===== src/rtl/core/hcbd_pkg.sv =====
`timescale 1ns / 1ps
// ----------------------------------------------------------------------------
// hcbd_pkg
// Shared types and constants for the chunked body decoder: the parser
// phases, the result and error codes, the field widths and the reset values.
// ----------------------------------------------------------------------------
package hcbd_pkg;

    localparam int LENGTH_BITS_DEFAULT = 24;

    localparam int BYTE_W   = 8;
    localparam int KIND_W   = 2;
    localparam int ERR_W    = 2;
    localparam int LENGTH_W = 24;
    localparam int LIMIT_W  = 24;

    localparam logic [LIMIT_W-1:0] BODY_LIMIT_RESET = 24'd65536;

    localparam logic [BYTE_W-1:0] CHAR_LF    = 8'h0A;
    localparam logic [BYTE_W-1:0] CHAR_CR    = 8'h0D;
    localparam logic [BYTE_W-1:0] CHAR_TAB   = 8'h09;
    localparam logic [BYTE_W-1:0] CHAR_VT    = 8'h0B;
    localparam logic [BYTE_W-1:0] CHAR_FF    = 8'h0C;
    localparam logic [BYTE_W-1:0] CHAR_SPACE = 8'h20;
    localparam logic [BYTE_W-1:0] CHAR_PLUS  = 8'h2B;
    localparam logic [BYTE_W-1:0] CHAR_MINUS = 8'h2D;
    localparam logic [BYTE_W-1:0] CHAR_X_LO  = 8'h78;
    localparam logic [BYTE_W-1:0] CHAR_X_UP  = 8'h58;

    typedef enum logic [KIND_W-1:0] {
        KIND_PAYLOAD  = 2'd0,
        KIND_COMPLETE = 2'd1,
        KIND_ERROR    = 2'd2
    } kind_t;

    typedef enum logic [ERR_W-1:0] {
        ERR_NONE     = 2'd0,
        ERR_NEGATIVE = 2'd1,
        ERR_TOO_BIG  = 2'd2
    } error_code_t;

    typedef enum logic [3:0] {
        PH_IDLE    = 4'd0,
        PH_BLANK   = 4'd1,
        PH_SIGN    = 4'd2,
        PH_ZERO    = 4'd3,
        PH_DIGITS  = 4'd4,
        PH_REST    = 4'd5,
        PH_DATA    = 4'd6,
        PH_CRLF    = 4'd7,
        PH_TRAILER = 4'd8,
        PH_DONE    = 4'd9,
        PH_ERROR   = 4'd10
    } phase_t;

    localparam logic [1:0] TLEN_EMPTY = 2'd0;
    localparam logic [1:0] TLEN_CR    = 2'd1;
    localparam logic [1:0] TLEN_LONG  = 2'd2;

endpackage


===== src/rtl/core/hcbd_if.sv =====
`timescale 1ns / 1ps
// ----------------------------------------------------------------------------
// hcbd_if
// Valid/ready channels of the chunked body decoder: raw body bytes in,
// decoded results out.
// ----------------------------------------------------------------------------
interface hcbd_in_if;
    logic                          valid;
    logic                          ready;
    logic [hcbd_pkg::BYTE_W-1:0]   data_byte;
    logic                          first_byte;

    modport source (output valid, output data_byte, output first_byte, input ready);
    modport sink   (input valid, input data_byte, input first_byte, output ready);
endinterface

interface hcbd_out_if;
    logic                          valid;
    logic                          ready;
    logic [hcbd_pkg::KIND_W-1:0]   kind;
    logic [hcbd_pkg::BYTE_W-1:0]   payload_byte;
    logic [hcbd_pkg::LENGTH_W-1:0] decoded_len;
    logic [hcbd_pkg::ERR_W-1:0]    error_code;

    modport source (output valid, output kind, output payload_byte,
                    output decoded_len, output error_code, input ready);
    modport sink   (input valid, input kind, input payload_byte,
                    input decoded_len, input error_code, output ready);
endinterface


===== src/rtl/core/http_chunked_body_decoder.sv =====
`timescale 1ns / 1ps
// ----------------------------------------------------------------------------
// http_chunked_body_decoder
// Decodes a chunked request body one byte per transfer and passes on the
// payload bytes, a completion result or an error result.
// ----------------------------------------------------------------------------
// The block takes one body byte in every clock cycle while the output side
// takes results. A byte that causes a result is held in an input register,
// goes through the size-line and chunk parser, and its result lands in the
// output register. The parser state is updated once per byte, so the
// sustained rate is one byte per cycle for as long as the output side takes
// results. While a result waits in the output register, one more byte is
// still accepted into the input register; only then does the input side
// stall. The user must write the body limit through cfg_write_en and
// cfg_write_data only while no body is in flight; the block does not check.
// ----------------------------------------------------------------------------
module http_chunked_body_decoder #(
    parameter int LENGTH_BITS = hcbd_pkg::LENGTH_BITS_DEFAULT
) (
    input  logic                         clk,
    input  logic                         rst_n,
    input  logic                         cfg_write_en,
    input  logic [hcbd_pkg::LIMIT_W-1:0] cfg_write_data,
    hcbd_in_if.sink                      in_chan,
    hcbd_out_if.source                   out_chan
);

    localparam int SIZE_W = LENGTH_BITS + 1;
    localparam int SUM_W  = LENGTH_BITS + 2;
    localparam int WIDE_W = LENGTH_BITS + 5;

    // Configuration.
    logic [hcbd_pkg::LIMIT_W-1:0] body_limit_reg;

    // Input register.
    logic                          in_valid_reg;
    logic [hcbd_pkg::BYTE_W-1:0]   data_reg;
    logic                          first_reg;

    // Parser state.
    hcbd_pkg::phase_t              phase_reg, phase_next;
    logic [SIZE_W-1:0]             chunk_reg, chunk_next;
    logic [SIZE_W-1:0]             left_reg, left_next;
    logic [LENGTH_BITS-1:0]        count_reg, count_next;
    logic                          neg_reg, neg_next;
    logic [1:0]                    tlen_reg, tlen_next;

    // Result register.
    logic                          res_valid_reg;
    hcbd_pkg::kind_t               kind_reg;
    logic [hcbd_pkg::BYTE_W-1:0]   payload_reg;
    logic [hcbd_pkg::LENGTH_W-1:0] length_reg;
    hcbd_pkg::error_code_t         code_reg;

    logic                          advance;
    logic                          emit;
    hcbd_pkg::kind_t               emit_kind;
    hcbd_pkg::error_code_t         emit_code;
    logic [hcbd_pkg::BYTE_W-1:0]   emit_byte;

    // A first byte clears the body state before the byte itself is parsed.
    hcbd_pkg::phase_t              cur_phase;
    logic [SIZE_W-1:0]             cur_chunk;
    logic [SIZE_W-1:0]             cur_left;
    logic [LENGTH_BITS-1:0]        cur_count;
    logic                          cur_neg;
    logic [1:0]                    cur_tlen;

    logic [hcbd_pkg::BYTE_W-1:0]   c;
    logic                          hex_ok;
    logic [3:0]                    hex_digit;
    logic                          is_blank;
    logic                          is_lf;
    logic                          is_x;
    logic [WIDE_W-1:0]             shifted;
    logic [SIZE_W-1:0]             chunk_added;
    logic [LENGTH_BITS-1:0]        limit;
    logic [SUM_W-1:0]              total;
    logic                          neg_error;
    logic                          size_zero;
    logic                          over_limit;
    logic                          in_size_line;
    logic [SIZE_W-1:0]             left_dec;

    assign advance         = in_valid_reg && (!res_valid_reg || out_chan.ready);
    assign in_chan.ready   = !in_valid_reg || advance;

    assign cur_phase = first_reg ? hcbd_pkg::PH_BLANK : phase_reg;
    assign cur_chunk = first_reg ? '0 : chunk_reg;
    assign cur_left  = first_reg ? '0 : left_reg;
    assign cur_count = first_reg ? '0 : count_reg;
    assign cur_neg   = first_reg ? 1'b0 : neg_reg;
    assign cur_tlen  = first_reg ? hcbd_pkg::TLEN_EMPTY : tlen_reg;

    assign c = data_reg;

    always_comb
    begin
        hex_ok    = 1'b1;
        hex_digit = 4'd0;
        if (c >= 8'h30 && c <= 8'h39)
        begin
            hex_digit = 4'(c - 8'h30);
        end
        else if (c >= 8'h61 && c <= 8'h66)
        begin
            hex_digit = 4'(c - 8'h57);
        end
        else if (c >= 8'h41 && c <= 8'h46)
        begin
            hex_digit = 4'(c - 8'h37);
        end
        else
        begin
            hex_ok = 1'b0;
        end
    end

    assign is_blank = (c == hcbd_pkg::CHAR_SPACE) || (c == hcbd_pkg::CHAR_TAB) ||
                      (c == hcbd_pkg::CHAR_VT) || (c == hcbd_pkg::CHAR_FF) ||
                      (c == hcbd_pkg::CHAR_CR);
    assign is_lf    = (c == hcbd_pkg::CHAR_LF);
    assign is_x     = (c == hcbd_pkg::CHAR_X_LO) || (c == hcbd_pkg::CHAR_X_UP);

    // Appending a digit is a shift by four; anything that reaches past the
    // size field saturates, which always fails the limit check.
    assign shifted     = {cur_chunk, hex_digit};
    assign chunk_added = (shifted[WIDE_W-1:SIZE_W] != '0) ? '1 : shifted[SIZE_W-1:0];

    assign limit      = LENGTH_BITS'(body_limit_reg);
    assign total      = SUM_W'(cur_count) + SUM_W'(cur_chunk);
    assign size_zero  = (cur_chunk == '0);
    assign neg_error  = cur_neg && !size_zero;
    assign over_limit = total > SUM_W'(limit);
    assign left_dec   = cur_left - SIZE_W'(1);

    assign in_size_line = (cur_phase == hcbd_pkg::PH_BLANK) ||
                          (cur_phase == hcbd_pkg::PH_SIGN) ||
                          (cur_phase == hcbd_pkg::PH_ZERO) ||
                          (cur_phase == hcbd_pkg::PH_DIGITS) ||
                          (cur_phase == hcbd_pkg::PH_REST);

    // Next parser state.
    always_comb
    begin
        phase_next = cur_phase;
        chunk_next = cur_chunk;
        left_next  = cur_left;
        count_next = cur_count;
        neg_next   = cur_neg;
        tlen_next  = cur_tlen;
        if (in_size_line && is_lf)
        begin
            if (neg_error)
            begin
                phase_next = hcbd_pkg::PH_ERROR;
            end
            else if (size_zero)
            begin
                phase_next = hcbd_pkg::PH_TRAILER;
                tlen_next  = hcbd_pkg::TLEN_EMPTY;
            end
            else if (over_limit)
            begin
                phase_next = hcbd_pkg::PH_ERROR;
            end
            else
            begin
                left_next  = cur_chunk + SIZE_W'(2);
                phase_next = hcbd_pkg::PH_DATA;
            end
        end
        else
        begin
            case (cur_phase)
                hcbd_pkg::PH_BLANK,
                hcbd_pkg::PH_SIGN:
                begin
                    if (cur_phase == hcbd_pkg::PH_BLANK && is_blank)
                    begin
                        phase_next = hcbd_pkg::PH_BLANK;
                    end
                    else if (cur_phase == hcbd_pkg::PH_BLANK &&
                             (c == hcbd_pkg::CHAR_PLUS || c == hcbd_pkg::CHAR_MINUS))
                    begin
                        neg_next   = (c == hcbd_pkg::CHAR_MINUS);
                        phase_next = hcbd_pkg::PH_SIGN;
                    end
                    else if (hex_ok && hex_digit == 4'd0)
                    begin
                        phase_next = hcbd_pkg::PH_ZERO;
                    end
                    else if (hex_ok)
                    begin
                        chunk_next = chunk_added;
                        phase_next = hcbd_pkg::PH_DIGITS;
                    end
                    else
                    begin
                        phase_next = hcbd_pkg::PH_REST;
                    end
                end
                hcbd_pkg::PH_ZERO,
                hcbd_pkg::PH_DIGITS:
                begin
                    if (cur_phase == hcbd_pkg::PH_ZERO && is_x)
                    begin
                        phase_next = hcbd_pkg::PH_DIGITS;
                    end
                    else if (hex_ok)
                    begin
                        chunk_next = chunk_added;
                        phase_next = hcbd_pkg::PH_DIGITS;
                    end
                    else
                    begin
                        phase_next = hcbd_pkg::PH_REST;
                    end
                end
                hcbd_pkg::PH_DATA:
                begin
                    count_next = cur_count + LENGTH_BITS'(1);
                    left_next  = left_dec;
                    if (left_dec <= SIZE_W'(2))
                    begin
                        phase_next = hcbd_pkg::PH_CRLF;
                    end
                end
                hcbd_pkg::PH_CRLF:
                begin
                    if (cur_left != '0)
                    begin
                        left_next = left_dec;
                    end
                    if (cur_left <= SIZE_W'(1))
                    begin
                        phase_next = hcbd_pkg::PH_BLANK;
                        chunk_next = '0;
                        neg_next   = 1'b0;
                    end
                end
                hcbd_pkg::PH_TRAILER:
                begin
                    if (is_lf)
                    begin
                        if (cur_tlen < hcbd_pkg::TLEN_LONG)
                        begin
                            phase_next = hcbd_pkg::PH_DONE;
                        end
                        else
                        begin
                            tlen_next = hcbd_pkg::TLEN_EMPTY;
                        end
                    end
                    else if (cur_tlen == hcbd_pkg::TLEN_EMPTY && c == hcbd_pkg::CHAR_CR)
                    begin
                        tlen_next = hcbd_pkg::TLEN_CR;
                    end
                    else
                    begin
                        tlen_next = hcbd_pkg::TLEN_LONG;
                    end
                end
                default:
                begin
                    phase_next = cur_phase;
                end
            endcase
        end
    end

    // Result of this byte.
    always_comb
    begin
        emit      = 1'b0;
        emit_kind = hcbd_pkg::KIND_PAYLOAD;
        emit_code = hcbd_pkg::ERR_NONE;
        emit_byte = '0;
        case (cur_phase)
            hcbd_pkg::PH_BLANK,
            hcbd_pkg::PH_SIGN,
            hcbd_pkg::PH_ZERO,
            hcbd_pkg::PH_DIGITS,
            hcbd_pkg::PH_REST:
            begin
                if (is_lf && neg_error)
                begin
                    emit      = 1'b1;
                    emit_kind = hcbd_pkg::KIND_ERROR;
                    emit_code = hcbd_pkg::ERR_NEGATIVE;
                end
                else if (is_lf && !size_zero && over_limit)
                begin
                    emit      = 1'b1;
                    emit_kind = hcbd_pkg::KIND_ERROR;
                    emit_code = hcbd_pkg::ERR_TOO_BIG;
                end
            end
            hcbd_pkg::PH_DATA:
            begin
                emit      = 1'b1;
                emit_byte = c;
            end
            hcbd_pkg::PH_TRAILER:
            begin
                if (is_lf && cur_tlen < hcbd_pkg::TLEN_LONG)
                begin
                    emit      = 1'b1;
                    emit_kind = hcbd_pkg::KIND_COMPLETE;
                end
            end
            default:
            begin
                emit = 1'b0;
            end
        endcase
    end

    always_ff @(posedge clk or negedge rst_n)
    begin
        if (!rst_n)
        begin
            body_limit_reg <= hcbd_pkg::BODY_LIMIT_RESET;
        end
        else if (cfg_write_en)
        begin
            body_limit_reg <= cfg_write_data;
        end
    end

    always_ff @(posedge clk or negedge rst_n)
    begin
        if (!rst_n)
        begin
            in_valid_reg <= 1'b0;
        end
        else if (in_chan.ready)
        begin
            in_valid_reg <= in_chan.valid;
        end
    end

    always_ff @(posedge clk)
    begin
        if (in_chan.ready && in_chan.valid)
        begin
            data_reg  <= in_chan.data_byte;
            first_reg <= in_chan.first_byte;
        end
    end

    always_ff @(posedge clk or negedge rst_n)
    begin
        if (!rst_n)
        begin
            phase_reg <= hcbd_pkg::PH_IDLE;
            chunk_reg <= '0;
            left_reg  <= '0;
            count_reg <= '0;
            neg_reg   <= 1'b0;
            tlen_reg  <= hcbd_pkg::TLEN_EMPTY;
        end
        else if (advance)
        begin
            phase_reg <= phase_next;
            chunk_reg <= chunk_next;
            left_reg  <= left_next;
            count_reg <= count_next;
            neg_reg   <= neg_next;
            tlen_reg  <= tlen_next;
        end
    end

    always_ff @(posedge clk or negedge rst_n)
    begin
        if (!rst_n)
        begin
            res_valid_reg <= 1'b0;
        end
        else if (advance)
        begin
            res_valid_reg <= emit;
        end
        else if (out_chan.ready)
        begin
            res_valid_reg <= 1'b0;
        end
    end

    always_ff @(posedge clk)
    begin
        if (advance && emit)
        begin
            kind_reg    <= emit_kind;
            payload_reg <= emit_byte;
            length_reg  <= hcbd_pkg::LENGTH_W'(count_next);
            code_reg    <= emit_code;
        end
    end

    assign out_chan.valid        = res_valid_reg;
    assign out_chan.kind         = kind_reg;
    assign out_chan.payload_byte = payload_reg;
    assign out_chan.decoded_len  = length_reg;
    assign out_chan.error_code   = code_reg;

endmodule

===== src/flat_wrapper.sv =====
// flat-port wrapper written by rule: the top's interface ports become plain ports
module http_chunked_body_decoder_flat 
#(
    parameter int LENGTH_BITS = hcbd_pkg::LENGTH_BITS_DEFAULT
)
  (clk, rst_n, cfg_write_en, cfg_write_data, in_chan_valid, in_chan_data_byte, in_chan_first_byte, in_chan_ready, out_chan_valid, out_chan_kind, out_chan_payload_byte, out_chan_decoded_len, out_chan_error_code, out_chan_ready);
  hcbd_in_if in_chan_i ();
  hcbd_out_if out_chan_i ();
  input  logic clk;
  input  logic rst_n;
  input  logic cfg_write_en;
  input  logic [hcbd_pkg::LIMIT_W-1:0] cfg_write_data;
  input wire logic [$bits(in_chan_i.valid)-1:0] in_chan_valid;
  input wire logic [$bits(in_chan_i.data_byte)-1:0] in_chan_data_byte;
  input wire logic [$bits(in_chan_i.first_byte)-1:0] in_chan_first_byte;
  output wire logic [$bits(in_chan_i.ready)-1:0] in_chan_ready;
  output wire logic [$bits(out_chan_i.valid)-1:0] out_chan_valid;
  output wire logic [$bits(out_chan_i.kind)-1:0] out_chan_kind;
  output wire logic [$bits(out_chan_i.payload_byte)-1:0] out_chan_payload_byte;
  output wire logic [$bits(out_chan_i.decoded_len)-1:0] out_chan_decoded_len;
  output wire logic [$bits(out_chan_i.error_code)-1:0] out_chan_error_code;
  input wire logic [$bits(out_chan_i.ready)-1:0] out_chan_ready;
  assign in_chan_i.valid = in_chan_valid;
  assign in_chan_i.data_byte = in_chan_data_byte;
  assign in_chan_i.first_byte = in_chan_first_byte;
  assign in_chan_ready = in_chan_i.ready;
  assign out_chan_valid = out_chan_i.valid;
  assign out_chan_kind = out_chan_i.kind;
  assign out_chan_payload_byte = out_chan_i.payload_byte;
  assign out_chan_decoded_len = out_chan_i.decoded_len;
  assign out_chan_error_code = out_chan_i.error_code;
  assign out_chan_i.ready = out_chan_ready;
  http_chunked_body_decoder #(.LENGTH_BITS(LENGTH_BITS)) u_core (.clk(clk), .rst_n(rst_n), .cfg_write_en(cfg_write_en), .cfg_write_data(cfg_write_data), .in_chan(in_chan_i), .out_chan(out_chan_i));
endmodule

===== config.mk =====
export PLATFORM = sky130hd
export DESIGN_NAME = http_chunked_body_decoder_flat
export DESIGN_NICKNAME = d
export VERILOG_FILES = /design/src/rtl/core/hcbd_pkg.sv /design/src/rtl/core/hcbd_if.sv /design/src/rtl/core/http_chunked_body_decoder.sv /design/src/flat_wrapper.sv
export SDC_FILE = /design/constraint.sdc
export NUM_CORES = 1
export LEC_CHECK = 0
export BUFFER_PORTS_ARGS = -buffer_cell sky130_fd_sc_hd__buf_2
export CAP_MARGIN = 10
export CORE_UTILIZATION = 35
export CTS_BUF_LIST = sky130_fd_sc_hd__clkbuf_16
export DETAILED_ROUTE_END_ITERATION = 8
export HOLD_SLACK_MARGIN = 0.08
export MAX_ROUTING_LAYER = met4
export PLACE_DENSITY_LB_ADDON = 0.05
export SYNTH_ARGS = -nofsm -noshare
export SYNTH_HDL_FRONTEND = slang
export SYNTH_SLANG_ARGS = --single-unit

===== constraint.sdc =====
create_clock -name clk -period 18.5 [get_ports clk]
set_input_delay 0.925 -clock clk [delete_from_list [all_inputs] [get_ports clk]]
set_output_delay 0.925 -clock clk [all_outputs]
set_load 0.02 [all_outputs]

## Word level (Yosys, flattened, before mapping)

Cells that the tools add are included.

| storage, ports and cells | value |
|---|---|
| output and inout bits | 38 |
| word-level logic and storage cells | 160 |
| flip-flop bits (word level) | 152 |

| operators by class | value |
|---|---|
| reduce and logical (&&, ||, !) cells | 42 |
| order comparisons | 10 |
| multiplexer cells | 66 |
| bitwise logic cells | 1 |
| add/sub/neg operators | 7 |
| eq/ne operators | 18 |

Operators with widths:

| operator | number |
|---|---|
| 2-to-1 mux 25 bit | 15 |
| case mux 25 bit (3 select lines) | 1 |
| 2-to-1 mux 24 bit | 3 |
| 2-to-1 mux 4 bit | 16 |
| case mux 25 bit (2 select lines) | 1 |
| == test 8 x 4 -> 1 bit (second input constant) | 5 |
| adder 24 x 25 -> 26 bit | 1 |
| > comparator 26 x 24 -> 1 bit | 1 |
| adder 25 x 2 -> 25 bit (second input constant) | 1 |
| less-or-equal comparator 25 x 1 -> 1 bit (second input constant) | 1 |
| less-or-equal comparator 25 x 2 -> 1 bit (second input constant) | 1 |
| zero test 25 bit | 1 |
| nonzero test 25 bit | 1 |
| subtractor 25 x 1 -> 25 bit (second input constant) | 1 |
| adder 24 x 1 -> 24 bit (second input constant) | 1 |
| == test 8 x 6 -> 1 bit (second input constant) | 3 |
| 2-to-1 mux 2 bit | 10 |
| case mux 4 bit (5 select lines) | 1 |
| logical AND 1 bit | 17 |
| == test 4 x 3 -> 1 bit (second input constant) | 4 |
| == test 8 x 7 -> 1 bit (second input constant) | 2 |
| >= comparator 8 x 7 -> 1 bit (second input constant) | 2 |
| less-or-equal comparator 8 x 7 -> 1 bit (second input constant) | 2 |
| 2-to-1 mux 1 bit | 16 |
| other kinds (20) | 37 |

## Logic depth before layout (Yosys ltp)

| logic depth | value |
|---|---|
| depth in word-level cells | 12 |
| depth in mapped cells | 31 |

## Least setup slack after synthesis

No wires, ideal clock.

| timing | value |
|---|---|
| kind | register to register |
| from | register u_core.first_reg |
| to | register u_core.length_reg, in the netlist u_core.out_chan.decoded_len[0], enable pin |
| setup time | 0.424 ns |
| data arrival time | 5.979 ns |
| path buffers | 8 |
| setup slack | 12.097 ns |
| stages on the path, launching flop included | 27 |
| path through | edfxtp_1 buf_6 buf_6 buf_2 buf_2 buf_2 buf_2 clkbuf_1 buf_1 nor2b_1 ha_1 a211oi_1 and3_4 a21oi_1 a2111o_1 a31o_2 a21oi_1 xnor2_1 ha_1 or3_1 o211ai_1 o21ai_0 o211a_1 or3_1 nor2_1 o211ai_2 and2_1 |

| on the way | value |
|---|---|
| word-level cells in the longest chain between the ends | 9 |

Ends and longest elaborated chain:

| item | line | source |
|---|---|---|
| from (decl) | http_chunked_body_decoder.sv:38 | `logic first_reg;` |
| from (signal assigned) | http_chunked_body_decoder.sv:348 | `first_reg <= in_chan.first_byte;` |
| branches (longest 7 deep; another with adder 24 x 25 -> 26 bit) | n/a |  |
| case mux 1 bit (3 select lines) * | http_chunked_body_decoder.sv:279 | `case (cur_phase)` |
| logical AND 1 bit * | http_chunked_body_decoder.sv:392 | `if (advance && emit)` |
| to (signal assigned) | http_chunked_body_decoder.sv:396 | `length_reg <= hcbd_pkg::LENGTH_W'(count_next);` |
| to (decl) | http_chunked_body_decoder.sv:52 | `logic [hcbd_pkg::LENGTH_W-1:0] length_reg;` |

Mark *: on every way between the ends.
A chain may end at the register's enable or synchronous reset.

## Final worst setup path

| timing | value |
|---|---|
| from | register u_core.first_reg |
| to | register u_core.length_reg, in the netlist u_core.out_chan.decoded_len[16], enable pin |

The elaborated chain is that of the path after synthesis.

==> flow_metrics.py <==
metrics = {
    "synth": {
        "yosys.area.top_type": "dfrtp_1",
        "synthArstFlopShare_pct": 70.4,
        "synth_edf_count": 45,
        "syn_inst": 1436,
        "synth_area_leaders": "dfrtp_1, edfxtp_1, nand2_1",
        "synth.most_common_cell": "nand2_1",
        "ys_ff_latch": 152,
        "avgSynthCellArea_sq_um": 8.19,
        "synth_nets": 1525,
        "ys_types": 103,
        "syn_area_sq_um": 11800,
        "synth_top_area_share_pct": 22.5,
        "ys.warnings.count": 0,
        "synth_ff_type": "dfrtp_1",
        "synth_commonest_cells": "nand2_1, o21ai_0, nor2_1",
        "ys_seq_area_share_pct": 34.3,
    },
    "power": {
        "power_density_nw_per_um2": 102,
        "power.internal_mw": 0.748,
        "leakage_nw": 5.47,
        "p_comb_share_pct": 38.6,
        "p_sw_mw": 0.576,
        "power_mw": 1.32,
        "seq_power_share_pct": 36.1,
        "p_clk_share_pct": 25.4,
        "peakVddDrop_uv": 70.8,
        "p_sw_share_pct": 43.5,
    },
    "timing": {
        "finalHoldViolCount": 0,
        "fmax_mhz": 140,
        "tightest_slew_ns": 1.20,
        "maxSlewViolCount": 0,
        "skew_ns": 0.0117,
        "hold_ws_ns": 0.437,
        "fin_setup_tns_ns": 0,
        "finalSetupViolations": 0,
        "fin_crit_ns": 7.16,
        "fin_crit_sh_pct": 38.7,
        "rsz0062_at_grt": "no",
        "relSlewSlack_pct": 19.5,
    },
    "grt": {
        "grt_max_degree": 66,
        "grt_pass1_vias": 10401,
        "globalRoute.totalOverflow": 0,
        "grtUsageTotal_pct": 24.8,
        "grt_pass1_wl_microns": 61800,
        "antenna_found_initial": 1,
    },
    "worst_setup_path": {
        "path_max_fanout": 65,
        "crit_arrival_ns": 7.23,
        "reg2reg_depth": 22,
        "crit_path_end_kind": "flop",
        "critPathLaunch": "u_core.first_reg",
        "path_class": "flop to flop",
        "reg2reg_from": "u_core.first_reg",
        "cp-start-kind": "flop",
        "cp.required_ns": 18.57,
    },
    "floorplan": {
        "die_area_sq_um": 34400,
        "fp.dieH_microns": 185,
        "initial_core_util_pct": 35.9,
        "coreArea_sq_um": 32800,
        "ioPinCount": 76,
        "die_w_microns": 185,
        "rows": 66,
    },
    "final_layout": {
        "synthToLayoutAreaGrowth_pct": 10.1,
        "seqCellArea_sq_um": 4030,
        "drive_gt1_share_pct": 11.8,
        "num-fill-cells": 3421,
        "final_net_count": 1547,
        "multi_input_area_sq_um": 7100,
    },
    "cts": {
        "clockBufferDepth": 2,
        "hold_buffers": 0,
        "insertion_delay_ns": 0.46,
        "cts.sinks": 152,
        "htree_levels": 4,
        "root_buffer": "clkbuf_16",
        "numCtsBuffers": 17,
        "cts_resized": 0,
        "cts_setup_buffers": 0,
        "clkTransAtPathRegs_ns": 0.07,
        "cts_tree": "yes",
    },
    "outcome": {
        "status": "complete, no violations",
    },
    "placement": {
        "gp_congestion": 0.893,
        "dpl.hpwl_microns": 29700,
        "port_buffers": 75,
    },
    "drt": {
        "drt_iter0_drc": 1009,
        "wl_microns": 40200,
        "drc_errors": 0,
        "first_pass_iters": 5,
        "vias": 10853,
        "viasPerCell": 5.67,
        "drt.antenna.violating_nets": 0,
        "wl_per_cell_microns": 21.0,
    },
    "min_path": {
        "hold_class": "input pin to asynchronous set/reset pin",
    },
    "job": {
        "cap_violations": 0,
    },
}
-- power by group through the flow --
stage          logic [mW]  registers [mW]  clock network (mW)
2_1_floorplan       0.410           0.425                   0
3_3_place_gp        0.505           0.482                   0
3_5_place_dp        0.504           0.481                   0
4_1_cts             0.507           0.475               0.345
5_1_grt             0.563           0.487               0.354
6_report            0.511           0.478               0.336
-- final timing paths --
check	slack (ns)	to
max in group asynchronous	17.07	u_core.count_reg[23]
min in group clk	0.48	u_core.count_reg[10]
worst max-delay path	11.34	u_core.out_chan.decoded_len[16]
worst min register to register	0.48	u_core.count_reg[10]
worst min-delay path	0.44	u_core.chunk_reg[2]
worst max register to register	11.34	u_core.out_chan.decoded_len[16]
-- area by class of cell --
class	instances	area share, %
Clock inverter	15	0.899
Sequential cell	152	31.1
Tap cell	442	4.27
Timing Repair Buffer	94	4.02
Inverter	54	1.57
Multi-Input combinational cell	1139	54.8
Clock buffer	17	3.29
Antenna cell	1	0.0193
-- cells in the final DEF (no fill, tap or decap), types with 7 or more instances in the layout --
cell       netlist  final
a211oi_1        13     13
and3_1           8      8
nor2b_1         40     39
nor3_1          41     41
o211ai_1        12     12
mux2i_1         14     14
nand3_1         36     36
clkbuf_16        0     17
ha_1            50     50
inv_1           53     53
dfrtp_1        106    106
nor2_1         126    126
edfxtp_1        45     45
and2_1          13     12
nand2_1        219    219
buf_4            6     20
nor4_1          17     17
o31ai_1          7      7
or3_1           13     13
nand4_1         21     21
buf_2           24     74
a22oi_1          9      9
nand2b_1        14     13
xnor2_1         55     55
a31oi_1         22     22
a21oi_1         81     81
xor2_1          27     27
o21ai_0        128    128
or4_1           11     11
-- worst max-delay path, stage by stage, from the launching register on --
cell and delay (ns):
edfxtp_1 0.32, buf_4 0.57, buf_4 0.58, nor2b_1 0.24, ha_1 0.41, a221o_1 0.38
a41oi_2 0.21, or2b_1 0.15, and3_4 0.20, a21oi_1 0.12, a2111o_1 0.45, a31o_2 0.24
a21oi_1 0.17, xnor2_1 0.09, ha_1 0.21, or3_1 0.35, o211ai_1 0.13, o21ai_0 0.14
o211a_1 0.33, or3_1 0.47, nor2_1 0.28, o211ai_2 0.11, and2_2 0.51
-- cell families (layout without fill, tap and decap cells) --
logic type	after synthesis	in the layout	share of synthesized area (%)
compound gates	388	388	21.7
flops	152	152	34.3
mux	18	18	1.57
buf+inv	145	180	5.50
other cells	0	1	0
fa+ha+maj	51	51	5.49
simple gates	599	599	25.2
xor+xnor	83	83	6.24
-- per-layer routing --
layer  wire [microns]  vias up  global-route usage (%)
met4             1160        0                    9.92
met3             1960       59                    3.40
met2            19100      326                    39.7
met5                0        -                       -
met1            18000     5252                    31.5
li1                 -     5216                       -
-- metrics by stage --
step           instances  setup WS [ns]  instance area [sq um]  utilization, %
2_1_floorplan       1436          12.10                  11800               -
3_3_place_gp        1881          11.55                  12400            37.8
3_5_place_dp        1881          11.48                  12400            37.8
4_1_cts             1913          11.45                  12900            39.5
5_1_grt             1913          11.06                  12900            39.5
6_report            1914          11.34                  12900            39.5
(Power assumes the default switching activity.)
